## src/rtl/dhp_pkg.sv

```systemverilog
// Shared types, codes and constants of the DDS header parser.
package dhp_pkg;

	// Most mip levels reported per header, capped at sixteen by the level field.
	localparam int MAX_MIPS   = 16;
	localparam int EMIT_LIMIT = (MAX_MIPS < 16) ? MAX_MIPS : 16;
	localparam int LEVEL_W    = 4;

	localparam int WORD_W     = 32;
	localparam int CNT_W      = 6;
	localparam int IDX_W      = 5;
	localparam logic [CNT_W-1:0] CNT_IDLE = 6'd32;

	// Word positions inside the header.
	localparam logic [IDX_W-1:0] W_MAGIC    = 5'd0;
	localparam logic [IDX_W-1:0] W_SIZE     = 5'd1;
	localparam logic [IDX_W-1:0] W_SFLAGS   = 5'd2;
	localparam logic [IDX_W-1:0] W_HEIGHT   = 5'd3;
	localparam logic [IDX_W-1:0] W_WIDTH    = 5'd4;
	localparam logic [IDX_W-1:0] W_PITCH    = 5'd5;
	localparam logic [IDX_W-1:0] W_DEPTH    = 5'd6;
	localparam logic [IDX_W-1:0] W_MIPS     = 5'd7;
	localparam logic [IDX_W-1:0] W_PF_SIZE  = 5'd19;
	localparam logic [IDX_W-1:0] W_PF_FLAGS = 5'd20;
	localparam logic [IDX_W-1:0] W_FOURCC   = 5'd21;
	localparam logic [IDX_W-1:0] W_BITCOUNT = 5'd22;
	localparam logic [IDX_W-1:0] W_CAPS2    = 5'd28;
	localparam logic [IDX_W-1:0] W_LAST     = 5'd31;

	localparam logic [WORD_W-1:0] MAGIC_DDS   = 32'h2053_4444;
	localparam logic [WORD_W-1:0] HDR_SIZE    = 32'd124;
	localparam logic [WORD_W-1:0] PF_SIZE     = 32'd32;
	localparam logic [WORD_W-1:0] SF_REQUIRED = 32'h0000_1007;
	localparam logic [WORD_W-1:0] SF_LINEAR   = 32'h0008_0000;
	localparam logic [WORD_W-1:0] SF_PITCH    = 32'h0000_0008;
	localparam logic [WORD_W-1:0] SF_DEPTH    = 32'h0080_0000;
	localparam logic [WORD_W-1:0] SF_MIPS     = 32'h0002_0000;
	localparam logic [WORD_W-1:0] PF_RGB      = 32'h0000_0040;
	localparam logic [WORD_W-1:0] PF_FOURCC   = 32'h0000_0004;
	localparam logic [WORD_W-1:0] PF_ALPHA    = 32'h0000_0001;
	localparam logic [WORD_W-1:0] CAPS2_CUBE  = 32'h0000_0200;
	localparam logic [23:0]       FOURCC_DXT  = 24'h54_5844;
	localparam logic [7:0]        DXT_LO      = 8'h31;
	localparam logic [7:0]        DXT_HI      = 8'h35;

	// Bit positions of the flag field.
	localparam int FB_LINEAR = 0;
	localparam int FB_PITCH  = 1;
	localparam int FB_VOLUME = 2;
	localparam int FB_MIPS   = 3;
	localparam int FB_RGB    = 4;
	localparam int FB_COMPR  = 5;
	localparam int FB_CUBE   = 6;
	localparam int FB_TRUNC  = 7;

	// Pixel path bits.
	localparam int PK_RGB    = 0;
	localparam int PK_FOURCC = 1;
	localparam int PK_ALPHA  = 2;

	localparam logic [3:0] STAT_OK           = 4'd0;
	localparam logic [3:0] STAT_MAGIC        = 4'd1;
	localparam logic [3:0] STAT_HDR_SIZE     = 4'd2;
	localparam logic [3:0] STAT_SURF_FLAGS   = 4'd3;
	localparam logic [3:0] STAT_PITCH_LINEAR = 4'd4;
	localparam logic [3:0] STAT_PF_SIZE      = 4'd5;
	localparam logic [3:0] STAT_NO_KIND      = 4'd6;
	localparam logic [3:0] STAT_ALPHA_FMT    = 4'd7;
	localparam logic [3:0] STAT_RGB_FMT      = 4'd8;
	localparam logic [3:0] STAT_FOURCC       = 4'd9;

	localparam logic [3:0] FMT_RGB8   = 4'd0;
	localparam logic [3:0] FMT_RGBX8  = 4'd1;
	localparam logic [3:0] FMT_R5G6B5 = 4'd2;
	localparam logic [3:0] FMT_L8     = 4'd3;
	localparam logic [3:0] FMT_RGBA8  = 4'd4;
	localparam logic [3:0] FMT_RGB5A1 = 4'd5;
	localparam logic [3:0] FMT_A8     = 4'd6;
	localparam logic [3:0] FMT_DXT1   = 4'd7;

	typedef enum logic [1:0] {
		ST_PARSE,
		ST_CALC,
		ST_PUT
	} dhp_state_t;

	typedef struct packed {
		logic               word_en;
		logic               restart;
		logic [IDX_W-1:0]   idx;
		logic               calc;
		logic               put;
		logic [LEVEL_W-1:0] level;
		logic               last;
	} dhp_cmd_t;

	typedef struct packed {
		logic               fail;
		logic               emit;
		logic               slot_free;
		logic [LEVEL_W-1:0] last_level;
	} dhp_stat_t;

endpackage

```

## src/rtl/dhp_in_if.sv

```systemverilog
// Header word channel.
interface dhp_in_if;
	logic        valid;
	logic        ready;
	logic [31:0] header_word;
	logic        first_word;

	modport source (output valid, output header_word, output first_word, input ready);
	modport sink (input valid, input header_word, input first_word, output ready);
endinterface

```

## src/rtl/dhp_out_if.sv

```systemverilog
// Result channel of the parser.
interface dhp_out_if;
	logic        valid;
	logic        ready;
	logic [3:0]  status;
	logic [3:0]  format_code;
	logic [7:0]  flag_bits;
	logic [31:0] width;
	logic [31:0] height;
	logic [31:0] depth;
	logic [31:0] pitch_or_linear_size;
	logic [3:0]  mip_level;
	logic [31:0] surface_size;
	logic        last;

	modport source (output valid, output status, output format_code, output flag_bits,
		output width, output height, output depth, output pitch_or_linear_size,
		output mip_level, output surface_size, output last, input ready);
	modport sink (input valid, input status, input format_code, input flag_bits,
		input width, input height, input depth, input pitch_or_linear_size,
		input mip_level, input surface_size, input last, output ready);
endinterface

```

## src/rtl/dhp_ctrl.sv

```systemverilog
// Parser controller: word counter, mip level counter and emission state machine.
module dhp_ctrl (
	input  logic               clk,
	input  logic               arst_n,
	input  logic               hdr_valid,
	input  logic               first_word,
	output logic               hdr_ready,
	input  dhp_pkg::dhp_stat_t stat,
	output dhp_pkg::dhp_cmd_t  cmd
);

	dhp_pkg::dhp_state_t             state_q;
	dhp_pkg::dhp_state_t             state_d;
	logic [dhp_pkg::CNT_W-1:0]       count_q;
	logic [dhp_pkg::LEVEL_W-1:0]     level_q;
	logic                            take;

	always_comb begin
		state_d = state_q;
		unique case (state_q)
			dhp_pkg::ST_PARSE: begin
				if (stat.emit) begin
					state_d = dhp_pkg::ST_CALC;
				end
			end
			dhp_pkg::ST_CALC: begin
				state_d = dhp_pkg::ST_PUT;
			end
			dhp_pkg::ST_PUT: begin
				if (stat.slot_free) begin
					state_d = (level_q == stat.last_level) ? dhp_pkg::ST_PARSE
						: dhp_pkg::ST_CALC;
				end
			end
			default: begin
				state_d = dhp_pkg::ST_PARSE;
			end
		endcase
	end

	always_comb begin
		hdr_ready   = (state_q == dhp_pkg::ST_PARSE) && stat.slot_free;
		take        = hdr_valid && hdr_ready;
		// Words after a failure or past the end are taken and dropped.
		cmd.restart = take && first_word;
		cmd.word_en = take && (first_word || !count_q[dhp_pkg::CNT_W-1]);
		cmd.idx     = first_word ? dhp_pkg::W_MAGIC : count_q[dhp_pkg::IDX_W-1:0];
		cmd.calc    = (state_q == dhp_pkg::ST_CALC);
		cmd.put     = (state_q == dhp_pkg::ST_PUT) && stat.slot_free;
		cmd.level   = level_q;
		cmd.last    = (level_q == stat.last_level);
	end

	always_ff @(posedge clk or negedge arst_n) begin
		if (!arst_n) begin
			state_q <= dhp_pkg::ST_PARSE;
			count_q <= dhp_pkg::CNT_IDLE;
			level_q <= '0;
		end else begin
			state_q <= state_d;
			if (cmd.word_en) begin
				count_q <= stat.fail ? dhp_pkg::CNT_IDLE
					: ({1'b0, cmd.idx} + dhp_pkg::CNT_W'(1));
			end
			if (stat.emit) begin
				level_q <= '0;
			end else if (cmd.put && !cmd.last) begin
				level_q <= level_q + dhp_pkg::LEVEL_W'(1);
			end
		end
	end

endmodule

```

## src/rtl/dhp_datapath.sv

```systemverilog
// Parser datapath: header field registers, word checks, level size unit and result register.
module dhp_datapath (
	input  logic               clk,
	input  logic               arst_n,
	input  logic [31:0]        header_word,
	input  dhp_pkg::dhp_cmd_t  cmd,
	output dhp_pkg::dhp_stat_t stat,
	dhp_out_if.source          res
);

	logic [31:0] height_q, width_q, pitch_q, depth_q, mips_q;
	logic [31:0] height_d, width_d, pitch_d, depth_d, mips_d;
	logic [7:0]  flags_q, flags_d;
	logic [3:0]  format_q, format_d;
	logic [2:0]  bpp_q, bpp_d;
	logic [2:0]  kind_q, kind_d;
	logic [3:0]  err;
	logic        cubevol;
	logic        word_load;
	logic        out_valid_q;
	logic [31:0] mips_m1;

	// Size unit signals.
	logic [31:0] lvl_h, lvl_w, dim_h, dim_w, fac_a, fac_b;
	logic [63:0] prod_full;
	logic [4:0]  scale;
	logic [31:0] prod_s1;
	logic [4:0]  scale_s1;
	logic [36:0] size_full;

	always_comb begin
		height_d = cmd.restart ? '0 : height_q;
		width_d  = cmd.restart ? '0 : width_q;
		pitch_d  = cmd.restart ? '0 : pitch_q;
		depth_d  = cmd.restart ? '0 : depth_q;
		mips_d   = cmd.restart ? '0 : mips_q;
		flags_d  = cmd.restart ? '0 : flags_q;
		format_d = cmd.restart ? '0 : format_q;
		bpp_d    = cmd.restart ? '0 : bpp_q;
		kind_d   = cmd.restart ? '0 : kind_q;
		err      = dhp_pkg::STAT_OK;
		cubevol  = 1'b0;
		if (cmd.word_en) begin
			unique case (cmd.idx)
				dhp_pkg::W_MAGIC: begin
					if (header_word != dhp_pkg::MAGIC_DDS) begin
						err = dhp_pkg::STAT_MAGIC;
					end
				end
				dhp_pkg::W_SIZE: begin
					if (header_word != dhp_pkg::HDR_SIZE) begin
						err = dhp_pkg::STAT_HDR_SIZE;
					end
				end
				dhp_pkg::W_SFLAGS: begin
					if ((header_word & dhp_pkg::SF_REQUIRED) == '0) begin
						err = dhp_pkg::STAT_SURF_FLAGS;
					end else begin
						flags_d[dhp_pkg::FB_LINEAR] = |(header_word & dhp_pkg::SF_LINEAR);
						flags_d[dhp_pkg::FB_PITCH]  = |(header_word & dhp_pkg::SF_PITCH);
						flags_d[dhp_pkg::FB_VOLUME] = |(header_word & dhp_pkg::SF_DEPTH);
						flags_d[dhp_pkg::FB_MIPS]   = |(header_word & dhp_pkg::SF_MIPS);
					end
				end
				dhp_pkg::W_HEIGHT: begin
					height_d = header_word;
				end
				dhp_pkg::W_WIDTH: begin
					width_d = header_word;
					if (flags_d[dhp_pkg::FB_LINEAR] && flags_d[dhp_pkg::FB_PITCH]) begin
						err = dhp_pkg::STAT_PITCH_LINEAR;
					end
				end
				dhp_pkg::W_PITCH: begin
					pitch_d = header_word;
				end
				dhp_pkg::W_DEPTH: begin
					depth_d = flags_d[dhp_pkg::FB_VOLUME] ? header_word : '0;
				end
				dhp_pkg::W_MIPS: begin
					mips_d = flags_d[dhp_pkg::FB_MIPS] ? header_word : 32'd1;
				end
				dhp_pkg::W_PF_SIZE: begin
					if (header_word != dhp_pkg::PF_SIZE) begin
						err = dhp_pkg::STAT_PF_SIZE;
					end
				end
				dhp_pkg::W_PF_FLAGS: begin
					if (|(header_word & dhp_pkg::PF_RGB)) begin
						kind_d = '0;
						kind_d[dhp_pkg::PK_RGB]   = 1'b1;
						kind_d[dhp_pkg::PK_ALPHA] = |(header_word & dhp_pkg::PF_ALPHA);
						flags_d[dhp_pkg::FB_RGB]  = 1'b1;
					end else if (|(header_word & dhp_pkg::PF_FOURCC)) begin
						kind_d = '0;
						kind_d[dhp_pkg::PK_FOURCC] = 1'b1;
						flags_d[dhp_pkg::FB_COMPR] = 1'b1;
					end else begin
						err = dhp_pkg::STAT_NO_KIND;
					end
				end
				dhp_pkg::W_FOURCC: begin
					if (kind_d[dhp_pkg::PK_FOURCC]) begin
						if (header_word[23:0] == dhp_pkg::FOURCC_DXT
							&& header_word[31:24] >= dhp_pkg::DXT_LO
							&& header_word[31:24] <= dhp_pkg::DXT_HI) begin
							// DXT1 through DXT5 map onto consecutive codes.
							format_d = dhp_pkg::FMT_DXT1
								+ header_word[27:24] - dhp_pkg::DXT_LO[3:0];
						end else begin
							err = dhp_pkg::STAT_FOURCC;
						end
					end
				end
				dhp_pkg::W_BITCOUNT: begin
					if (kind_d[dhp_pkg::PK_RGB]) begin
						if (kind_d[dhp_pkg::PK_ALPHA]) begin
							if (header_word == 32'd32) begin
								format_d = dhp_pkg::FMT_RGBA8;
								bpp_d    = 3'd4;
							end else if (header_word == 32'd16) begin
								format_d = dhp_pkg::FMT_RGB5A1;
								bpp_d    = 3'd2;
							end else if (header_word == 32'd8) begin
								format_d = dhp_pkg::FMT_A8;
								bpp_d    = 3'd1;
							end else begin
								err = dhp_pkg::STAT_ALPHA_FMT;
							end
						end else begin
							if (header_word == 32'd24) begin
								format_d = dhp_pkg::FMT_RGB8;
								bpp_d    = 3'd3;
							end else if (header_word == 32'd32) begin
								format_d = dhp_pkg::FMT_RGBX8;
								bpp_d    = 3'd4;
							end else if (header_word == 32'd16) begin
								format_d = dhp_pkg::FMT_R5G6B5;
								bpp_d    = 3'd2;
							end else if (header_word == 32'd8) begin
								format_d = dhp_pkg::FMT_L8;
								bpp_d    = 3'd1;
							end else begin
								err = dhp_pkg::STAT_RGB_FMT;
							end
						end
					end
				end
				dhp_pkg::W_CAPS2: begin
					if (|(header_word & dhp_pkg::CAPS2_CUBE)) begin
						flags_d[dhp_pkg::FB_CUBE] = 1'b1;
					end
				end
				dhp_pkg::W_LAST: begin
					if (flags_d[dhp_pkg::FB_CUBE] || flags_d[dhp_pkg::FB_VOLUME]) begin
						cubevol = 1'b1;
					end else if (mips_d > 32'(dhp_pkg::EMIT_LIMIT)) begin
						flags_d[dhp_pkg::FB_TRUNC] = 1'b1;
					end
				end
				default: begin
				end
			endcase
		end
	end

	// Index of the final level to report; a zero count still reports level zero.
	always_comb begin
		mips_m1 = mips_q - 32'd1;
		if (mips_q == '0) begin
			stat.last_level = '0;
		end else if (mips_q > 32'(dhp_pkg::EMIT_LIMIT)) begin
			stat.last_level = dhp_pkg::LEVEL_W'(dhp_pkg::EMIT_LIMIT - 1);
		end else begin
			stat.last_level = mips_m1[dhp_pkg::LEVEL_W-1:0];
		end
		stat.fail      = cmd.word_en && (err != dhp_pkg::STAT_OK);
		stat.emit      = cmd.word_en && (cmd.idx == dhp_pkg::W_LAST) && !cubevol;
		stat.slot_free = !out_valid_q || res.ready;
		word_load      = cmd.word_en && ((err != dhp_pkg::STAT_OK) || cubevol);
	end

	// Level size: block or pixel counts multiplied, then the registered product scaled.
	always_comb begin
		lvl_h = height_q >> cmd.level;
		lvl_w = width_q >> cmd.level;
		dim_h = (lvl_h == '0) ? 32'd1 : lvl_h;
		dim_w = (lvl_w == '0) ? 32'd1 : lvl_w;
		if (flags_q[dhp_pkg::FB_COMPR]) begin
			fac_a = ((dim_w >> 2) == '0) ? 32'd1 : (dim_w >> 2);
			fac_b = ((dim_h >> 2) == '0) ? 32'd1 : (dim_h >> 2);
			scale = (format_q == dhp_pkg::FMT_DXT1) ? 5'd8 : 5'd16;
		end else begin
			fac_a = dim_w;
			fac_b = dim_h;
			scale = {2'b00, bpp_q};
		end
		prod_full = 64'(fac_a) * 64'(fac_b);
		size_full = 37'(prod_s1) * 37'(scale_s1);
	end

	always_ff @(posedge clk) begin
		if (cmd.calc) begin
			prod_s1  <= prod_full[31:0];
			scale_s1 <= scale;
		end
	end

	always_ff @(posedge clk or negedge arst_n) begin
		if (!arst_n) begin
			height_q <= '0;
			width_q  <= '0;
			pitch_q  <= '0;
			depth_q  <= '0;
			mips_q   <= '0;
			flags_q  <= '0;
			format_q <= '0;
			bpp_q    <= '0;
			kind_q   <= '0;
		end else begin
			height_q <= height_d;
			width_q  <= width_d;
			pitch_q  <= pitch_d;
			depth_q  <= depth_d;
			mips_q   <= mips_d;
			flags_q  <= flags_d;
			format_q <= format_d;
			bpp_q    <= bpp_d;
			kind_q   <= kind_d;
		end
	end

	always_ff @(posedge clk or negedge arst_n) begin
		if (!arst_n) begin
			out_valid_q <= 1'b0;
		end else if (word_load || cmd.put) begin
			out_valid_q <= 1'b1;
		end else if (res.ready) begin
			out_valid_q <= 1'b0;
		end
	end

	always_ff @(posedge clk) begin
		if (word_load || cmd.put) begin
			res.status               <= err;
			res.format_code          <= format_d;
			res.flag_bits            <= flags_d;
			res.width                <= width_d;
			res.height               <= height_d;
			res.depth                <= depth_d;
			res.pitch_or_linear_size <= pitch_d;
			res.mip_level            <= word_load ? '0 : cmd.level;
			res.surface_size         <= word_load ? '0 : size_full[31:0];
			res.last                 <= word_load ? 1'b1 : cmd.last;
		end
	end

	assign res.valid = out_valid_q;

endmodule

```

## src/rtl/dds_header_parser.sv

```systemverilog
// Top level of the DDS texture header parser.
//
// The parser takes the 32 words of a DDS header, one transfer per word,
// starting with the magic word marked by first_word, and reports the
// result of the parse on the result channel. A header word is taken every
// clock cycle whenever the result register is empty or is being drained in
// the same cycle, so a well-formed header streams in at one word per cycle.
// A word that fails a check ends the parse with one status result, issued
// with that word; further words are accepted and dropped until the next
// first_word. Any first_word restarts the parse, whatever was in progress.
// On word 31 a cube map or volume gives a single result with zero size.
// A plain 2D surface gives one result per mip level, up to sixteen, and
// each level passes through the shared size unit in two steps: the 32x32
// multiply of the block or pixel counts, then the scale by bytes per
// pixel or per block. The header channel holds ready low during this
// emission, so the word after a mipped header waits for every level.
// A count above the limit sets the truncated flag in every result.
module dds_header_parser (
	input logic       clk,
	input logic       arst_n,
	dhp_in_if.sink    hdr,
	dhp_out_if.source res
);

	dhp_pkg::dhp_cmd_t  cmd;
	dhp_pkg::dhp_stat_t stat;

	// The controller sequences words and mip levels; the datapath owns every field.
	dhp_ctrl u_ctrl (
		.clk        (clk),
		.arst_n     (arst_n),
		.hdr_valid  (hdr.valid),
		.first_word (hdr.first_word),
		.hdr_ready  (hdr.ready),
		.stat       (stat),
		.cmd        (cmd)
	);

	dhp_datapath u_datapath (
		.clk         (clk),
		.arst_n      (arst_n),
		.header_word (hdr.header_word),
		.cmd         (cmd),
		.stat        (stat),
		.res         (res)
	);

endmodule
```

## src/flat_wrapper.sv

```systemverilog
// flat-port wrapper written by rule: the top's interface ports become plain ports
module dds_header_parser_flat 
  (clk, arst_n, hdr_valid, hdr_header_word, hdr_first_word, hdr_ready, res_valid, res_status, res_format_code, res_flag_bits, res_width, res_height, res_depth, res_pitch_or_linear_size, res_mip_level, res_surface_size, res_last, res_ready);
  dhp_in_if hdr_i ();
  dhp_out_if res_i ();
  input logic clk;
  input logic arst_n;
  input wire logic [$bits(hdr_i.valid)-1:0] hdr_valid;
  input wire logic [$bits(hdr_i.header_word)-1:0] hdr_header_word;
  input wire logic [$bits(hdr_i.first_word)-1:0] hdr_first_word;
  output wire logic [$bits(hdr_i.ready)-1:0] hdr_ready;
  output wire logic [$bits(res_i.valid)-1:0] res_valid;
  output wire logic [$bits(res_i.status)-1:0] res_status;
  output wire logic [$bits(res_i.format_code)-1:0] res_format_code;
  output wire logic [$bits(res_i.flag_bits)-1:0] res_flag_bits;
  output wire logic [$bits(res_i.width)-1:0] res_width;
  output wire logic [$bits(res_i.height)-1:0] res_height;
  output wire logic [$bits(res_i.depth)-1:0] res_depth;
  output wire logic [$bits(res_i.pitch_or_linear_size)-1:0] res_pitch_or_linear_size;
  output wire logic [$bits(res_i.mip_level)-1:0] res_mip_level;
  output wire logic [$bits(res_i.surface_size)-1:0] res_surface_size;
  output wire logic [$bits(res_i.last)-1:0] res_last;
  input wire logic [$bits(res_i.ready)-1:0] res_ready;
  assign hdr_i.valid = hdr_valid;
  assign hdr_i.header_word = hdr_header_word;
  assign hdr_i.first_word = hdr_first_word;
  assign hdr_ready = hdr_i.ready;
  assign res_valid = res_i.valid;
  assign res_status = res_i.status;
  assign res_format_code = res_i.format_code;
  assign res_flag_bits = res_i.flag_bits;
  assign res_width = res_i.width;
  assign res_height = res_i.height;
  assign res_depth = res_i.depth;
  assign res_pitch_or_linear_size = res_i.pitch_or_linear_size;
  assign res_mip_level = res_i.mip_level;
  assign res_surface_size = res_i.surface_size;
  assign res_last = res_i.last;
  assign res_i.ready = res_ready;
  dds_header_parser u_core (.clk(clk), .arst_n(arst_n), .hdr(hdr_i), .res(res_i));
endmodule
```

## config.mk

```make
export PLATFORM = sky130hd
export DESIGN_NAME = dds_header_parser_flat
export DESIGN_NICKNAME = d
export VERILOG_FILES = /design/src/rtl/dhp_pkg.sv /design/src/rtl/dhp_in_if.sv /design/src/rtl/dhp_out_if.sv /design/src/rtl/dhp_ctrl.sv /design/src/rtl/dhp_datapath.sv /design/src/rtl/dds_header_parser.sv /design/src/flat_wrapper.sv
export SDC_FILE = /design/constraint.sdc
export NUM_CORES = 2
export LEC_CHECK = 0
export BUFFER_PORTS_ARGS = -buffer_cell sky130_fd_sc_hd__buf_2
export CAP_MARGIN = 15
export CORE_MARGIN = 5
export CORE_UTILIZATION = 40
export CTS_CLUSTER_SIZE = 24
export DETAILED_ROUTE_END_ITERATION = 7
export HOLD_SLACK_MARGIN = 0.03
export PLACE_DENSITY = 0.63
export SETUP_SLACK_MARGIN = 0.05
export SYNTH_ARGS = -nofsm -noshare
export SYNTH_HDL_FRONTEND = slang
export SYNTH_SLANG_ARGS = --single-unit
```

## constraint.sdc

```tcl
create_clock -name clk -period 9.95 [get_ports clk]
set_input_delay 0.995 -clock clk [delete_from_list [all_inputs] [get_ports clk]]
set_output_delay 0.995 -clock clk [all_outputs]
set_load 0.02 [all_outputs]
```

==> flow_metrics.env <==
export IMPL_synth_compound_area_frac=0.08345
export IMPL_synth_largest_type_area_fraction=0.2433
export IMPL_hpwl_after_detailed_placement_um=93730
export IMPL_global_route_overflow_total=0
export IMPL_synth_common_cells="553 x sky130_fd_sc_hd__nand2_1, 539 x sky130_fd_sc_hd__inv_1, 491 x sky130_fd_sc_hd__fa_1, 426 x sky130_fd_sc_hd__nor2_1, 218 x sky130_fd_sc_hd__edfxtp_1"
export IMPL_design_portCount=220
export IMPL_power_ir_vdd_worst_mv=0.2118
export IMPL_cts_htree_levels=2
export IMPL_syn_nets=4817
export IMPL_synth_enable_flop_cells=218
export IMPL_timing_critical_path_slowest_cell_delay_ns=0.65
export IMPL_cts_root_buffer="sky130_fd_sc_hd__clkbuf_16"
export IMPL_areaGrowthSynthToFinish_pct=10.55
export IMPL_antenna_violating_nets_post_route=0
export IMPL_netlist_cell_type_count=94
export IMPL_dpl_instance_area_sq_um=43140
export IMPL_post_cts_hold_buffer_count=0
export IMPL_ys_dominant_reg_cell="sky130_fd_sc_hd__edfxtp_1"
export IMPL_synth_adder_area_share=0.2948
export IMPL_setup_viol_count_final=0
export IMPL_critical_path_start_type="register"
export IMPL_synthDominantAreaCellType="sky130_fd_sc_hd__fa_1"
export IMPL_static_leak_nw=20.33
export IMPL_initial_core_util=0.4033
export IMPL_rsz0062_at_grt="false"
export IMPL_syn_inst=4123
export IMPL_number_of_global_route_vias_before_repair=31440
export IMPL_grt_first_pass_wirelength_um=190200
export IMPL_placementRows=116
export IMPL_timing_max_slew_rel_slack=0.2489
export IMPL_final_nets=4967
export IMPL_clk_path_buf_depth=3
export IMPL_outcome="finished clean"
export IMPL_drv_max_cap_violation_count=0
export IMPL_clock_sinks=409
export IMPL_via_per_inst=5.528
export IMPL_grt_start_max_net_pins=149
export IMPL_fin_setup_tns_ns=0
export IMPL_setup_worst_path_end_class="register"
export IMPL_avgRoutedWirePerCell_um=21.83
export IMPL_yosysMostFrequentCell="sky130_fd_sc_hd__nand2_1"
export IMPL_worst_path_fanout_max=23
export IMPL_power_density_nw_per_um2=119.7
export IMPL_core_box_area_sq_um=100100
export IMPL_total_power_w=0.005344
export IMPL_worst_path_max_delay_cell="sky130_fd_sc_hd__dfrtp_4"
export IMPL_crit_path_top_cell_by_count="sky130_fd_sc_hd__fa_1"
export IMPL_dieHeight_um=327.8
export IMPL_yosys_warnings=0
export IMPL_maxSlewViolCount=0
export IMPL_tritoncts_num_buffers=42
export IMPL_layout_worst_path_cycle_share=0.9533
export IMPL_synth_mux_area_fraction=0.07741
export IMPL_xor_xnor_cell_area_share_of_the_yosys_netlist=0.02698
export IMPL_detail_route_wirelength_um=122400
export IMPL_tritoncts="yes"
export IMPL_detailroute_via_count=30990
export IMPL_finalHoldViolCount=0
export IMPL_synthSimpleGateAreaFrac=0.1609
export IMPL_portBuffers=219
export IMPL_synth_async_reset_ratio=0.4670
export IMPL_floorplan_die_area_sq_um=107400
export IMPL_finClkSkew_ns=0.03854
export IMPL_critical_path_arrival_ns=9.80
export IMPL_clk_pin_slew_ns=0.07
export IMPL_max_freq_mhz=105.4
export IMPL_worstPathRequired_ns=10.27
export IMPL_layout_drive_gt1_share=0.1372
export IMPL_synth_seq_cells=409
export IMPL_initial_antenna_violation_count=1
export IMPL_synthesis_area_per_instance_sq_um=9.797
export IMPL_finalCriticalPeriod_ns=9.485
export IMPL_syn_area_sq_um=40390
export IMPL_gp_congestion=0.9229
export IMPL_drtPass1Iterations=6
export IMPL_hp_class="in -> async"
export IMPL_worst_pin_slew_ns=1.127
export IMPL_insertion_delay_ns=0.60
export IMPL_worst_setup_path_type="reg -> reg"
export IMPL_final_cell_area_excluding_filler_cells_sq_um=44660
export IMPL_die_w_um=327.8
export IMPL_post_synth_main_area_contributors="sky130_fd_sc_hd__fa_1 24%, sky130_fd_sc_hd__edfxtp_1 16%, sky130_fd_sc_hd__dfrtp_1 12%"
export IMPL_drt_first_iter_violations=2872
export IMPL_grt_usage=0.2255
export IMPL_synth_seq_area_share=0.2804
export IMPL_drc=0
export IMPL_synth_top_family_by_area="adder cells"
[metrics by stage]
| step | hold WS [ns] | utilization | instances | worst slack [ns] |
|---|---|---|---|---|
| 2_1_floorplan | 0.4414 | - | 4123 | 0.7072 |
| 3_3_place_gp | 0.4575 | 0.4308 | 5522 | 0.3453 |
| 3_5_place_dp | 0.4696 | 0.4308 | 5522 | 0.3106 |
| 4_1_cts | 0.3813 | 0.4454 | 5600 | 0.2638 |
| 5_1_grt | 0.4041 | 0.4459 | 5605 | 0.05182 |
| 6_report | 0.3789 | 0.4459 | 5606 | 0.4648 |
[per-layer routing]
metal	track usage	vias to the layer above	wire length, um
li1	-	13850	-
met1	0.3163	15650	52290
met2	0.3528	1280	55370
met3	0.04490	212	9809
met4	0.07604	0	4916
met5	0	-	0
[worst max-delay path: cells and delay by family (launching register included)]
kind | cells | cell delay [ns]
xor+xnor | 1 | 0.19
mux | 2 | 0.95
flops | 1 | 0.65
compound gates | 12 | 2.30
simple gates | 4 | 1.05
fa+ha+maj | 9 | 3.65
buf+inv | 6 | 0.40
[repair_timing]
action,4_1_cts,5_1_grt
buffers inserted,0,4
resized for setup,0,3
endpoints found under the setup margin,0,2
[report_power, final]
part           switching (W)  internal, W
Clock               0.000704     0.000980
Combinational        0.00104     0.000383
Sequential          0.000109      0.00213
Total                0.00185      0.00350
[final timing paths]
path                                         startpoint  depth (start not counted)  slack, ns                        endpoint
setup reg to reg               u_core.u_ctrl.level_q[0]                         34       0.46   u_core.u_datapath.prod_s1[31]
hold reg to reg            u_core.u_datapath.flags_q[4]                          1       0.49    u_core.u_datapath.flags_q[4]
max in group asynchronous                        arst_n                          2       8.04        u_core.u_ctrl.level_q[1]
setup / recovery               u_core.u_ctrl.level_q[0]                         34       0.46   u_core.u_datapath.prod_s1[31]
min in group clk           u_core.u_datapath.flags_q[4]                          1       0.49    u_core.u_datapath.flags_q[4]
hold / removal                                   arst_n                          1       0.38  u_core.u_datapath.height_q[22]
[cells in the final DEF (no fill, tap or decap), drive strengths merged, types with 25 or more instances in the layout]
| cell | synthesis | layout |
|---|---|---|
| buf | 57 | 338 |
| nor3 | 33 | 33 |
| mux4 | 72 | 72 |
| and2 | 100 | 100 |
| or2 | 32 | 32 |
| a21oi | 133 | 133 |
| edfxtp | 218 | 218 |
| nor2b | 33 | 33 |
| mux2 | 63 | 63 |
| nand2b | 67 | 67 |
| a21o | 25 | 25 |
| fa | 491 | 491 |
| clkbuf | 177 | 54 |
| xor2 | 34 | 34 |
| nand2 | 553 | 553 |
| xnor2 | 75 | 75 |
| nand3 | 96 | 96 |
| o21ai | 146 | 146 |
| mux2i | 72 | 72 |
| ha | 166 | 166 |
| inv | 539 | 541 |
| dfrtp | 190 | 190 |
| a22o | 34 | 34 |
| nor2 | 426 | 426 |
[registers in the layout, summed over array words and instances (netlist names), 2 cells and up]
name / flops
u_core.u_datapath.res.flag_bits: 8
u_core.u_datapath.depth_q: 32
u_core.u_datapath.res.width: 32
u_core.u_datapath.flags_q: 8
u_core.u_datapath.height_q: 32
u_core.u_datapath.prod_s1: 32
u_core.u_ctrl.state_q: 2
u_core.u_datapath.format_q: 4
u_core.u_ctrl.level_q: 4
u_core.u_datapath.res.pitch_or_linear_size: 32
u_core.u_datapath.pitch_q: 32
u_core.u_datapath.scale_s1: 5
u_core.u_datapath.res.surface_size: 32
u_core.u_datapath.res.status: 4
u_core.u_datapath.res.height: 32
u_core.u_datapath.res.depth: 32
u_core.u_datapath.bpp_q: 3
u_core.u_datapath.kind_q: 3
u_core.u_datapath.width_q: 32
u_core.u_datapath.res.mip_level: 4
u_core.u_datapath.res.format_code: 4
u_core.u_datapath.mips_q: 32
u_core.u_ctrl.count_q: 6
[logic make-up (layout without fill, tap and decap cells)]
group	Yosys count	count (layout)
AND/OR/NAND/NOR	1441	1441
buffers and inverters	775	959
adder cells (fa/ha/maj)	657	657
AO/OA/AOI/OAI	519	519
flip-flops	409	409
multiplexers	207	207
XOR/XNOR	115	115
other	0	1
[final cells by class]
| type | instances | area [sq um] |
|---|---|---|
| clock buffers | 52 | 1140 |
| inverters | 541 | 2034 |
| multi-input cells | 2939 | 26080 |
| diodes | 1 | 2.502 |
| repair buffers | 340 | 2118 |
| clock inverters | 26 | 322.8 |
| well taps | 1298 | 1624 |
| flip-flops and latches | 409 | 11340 |
| fillers | 9559 | 55490 |
Power figures use the tool's default switching activity.
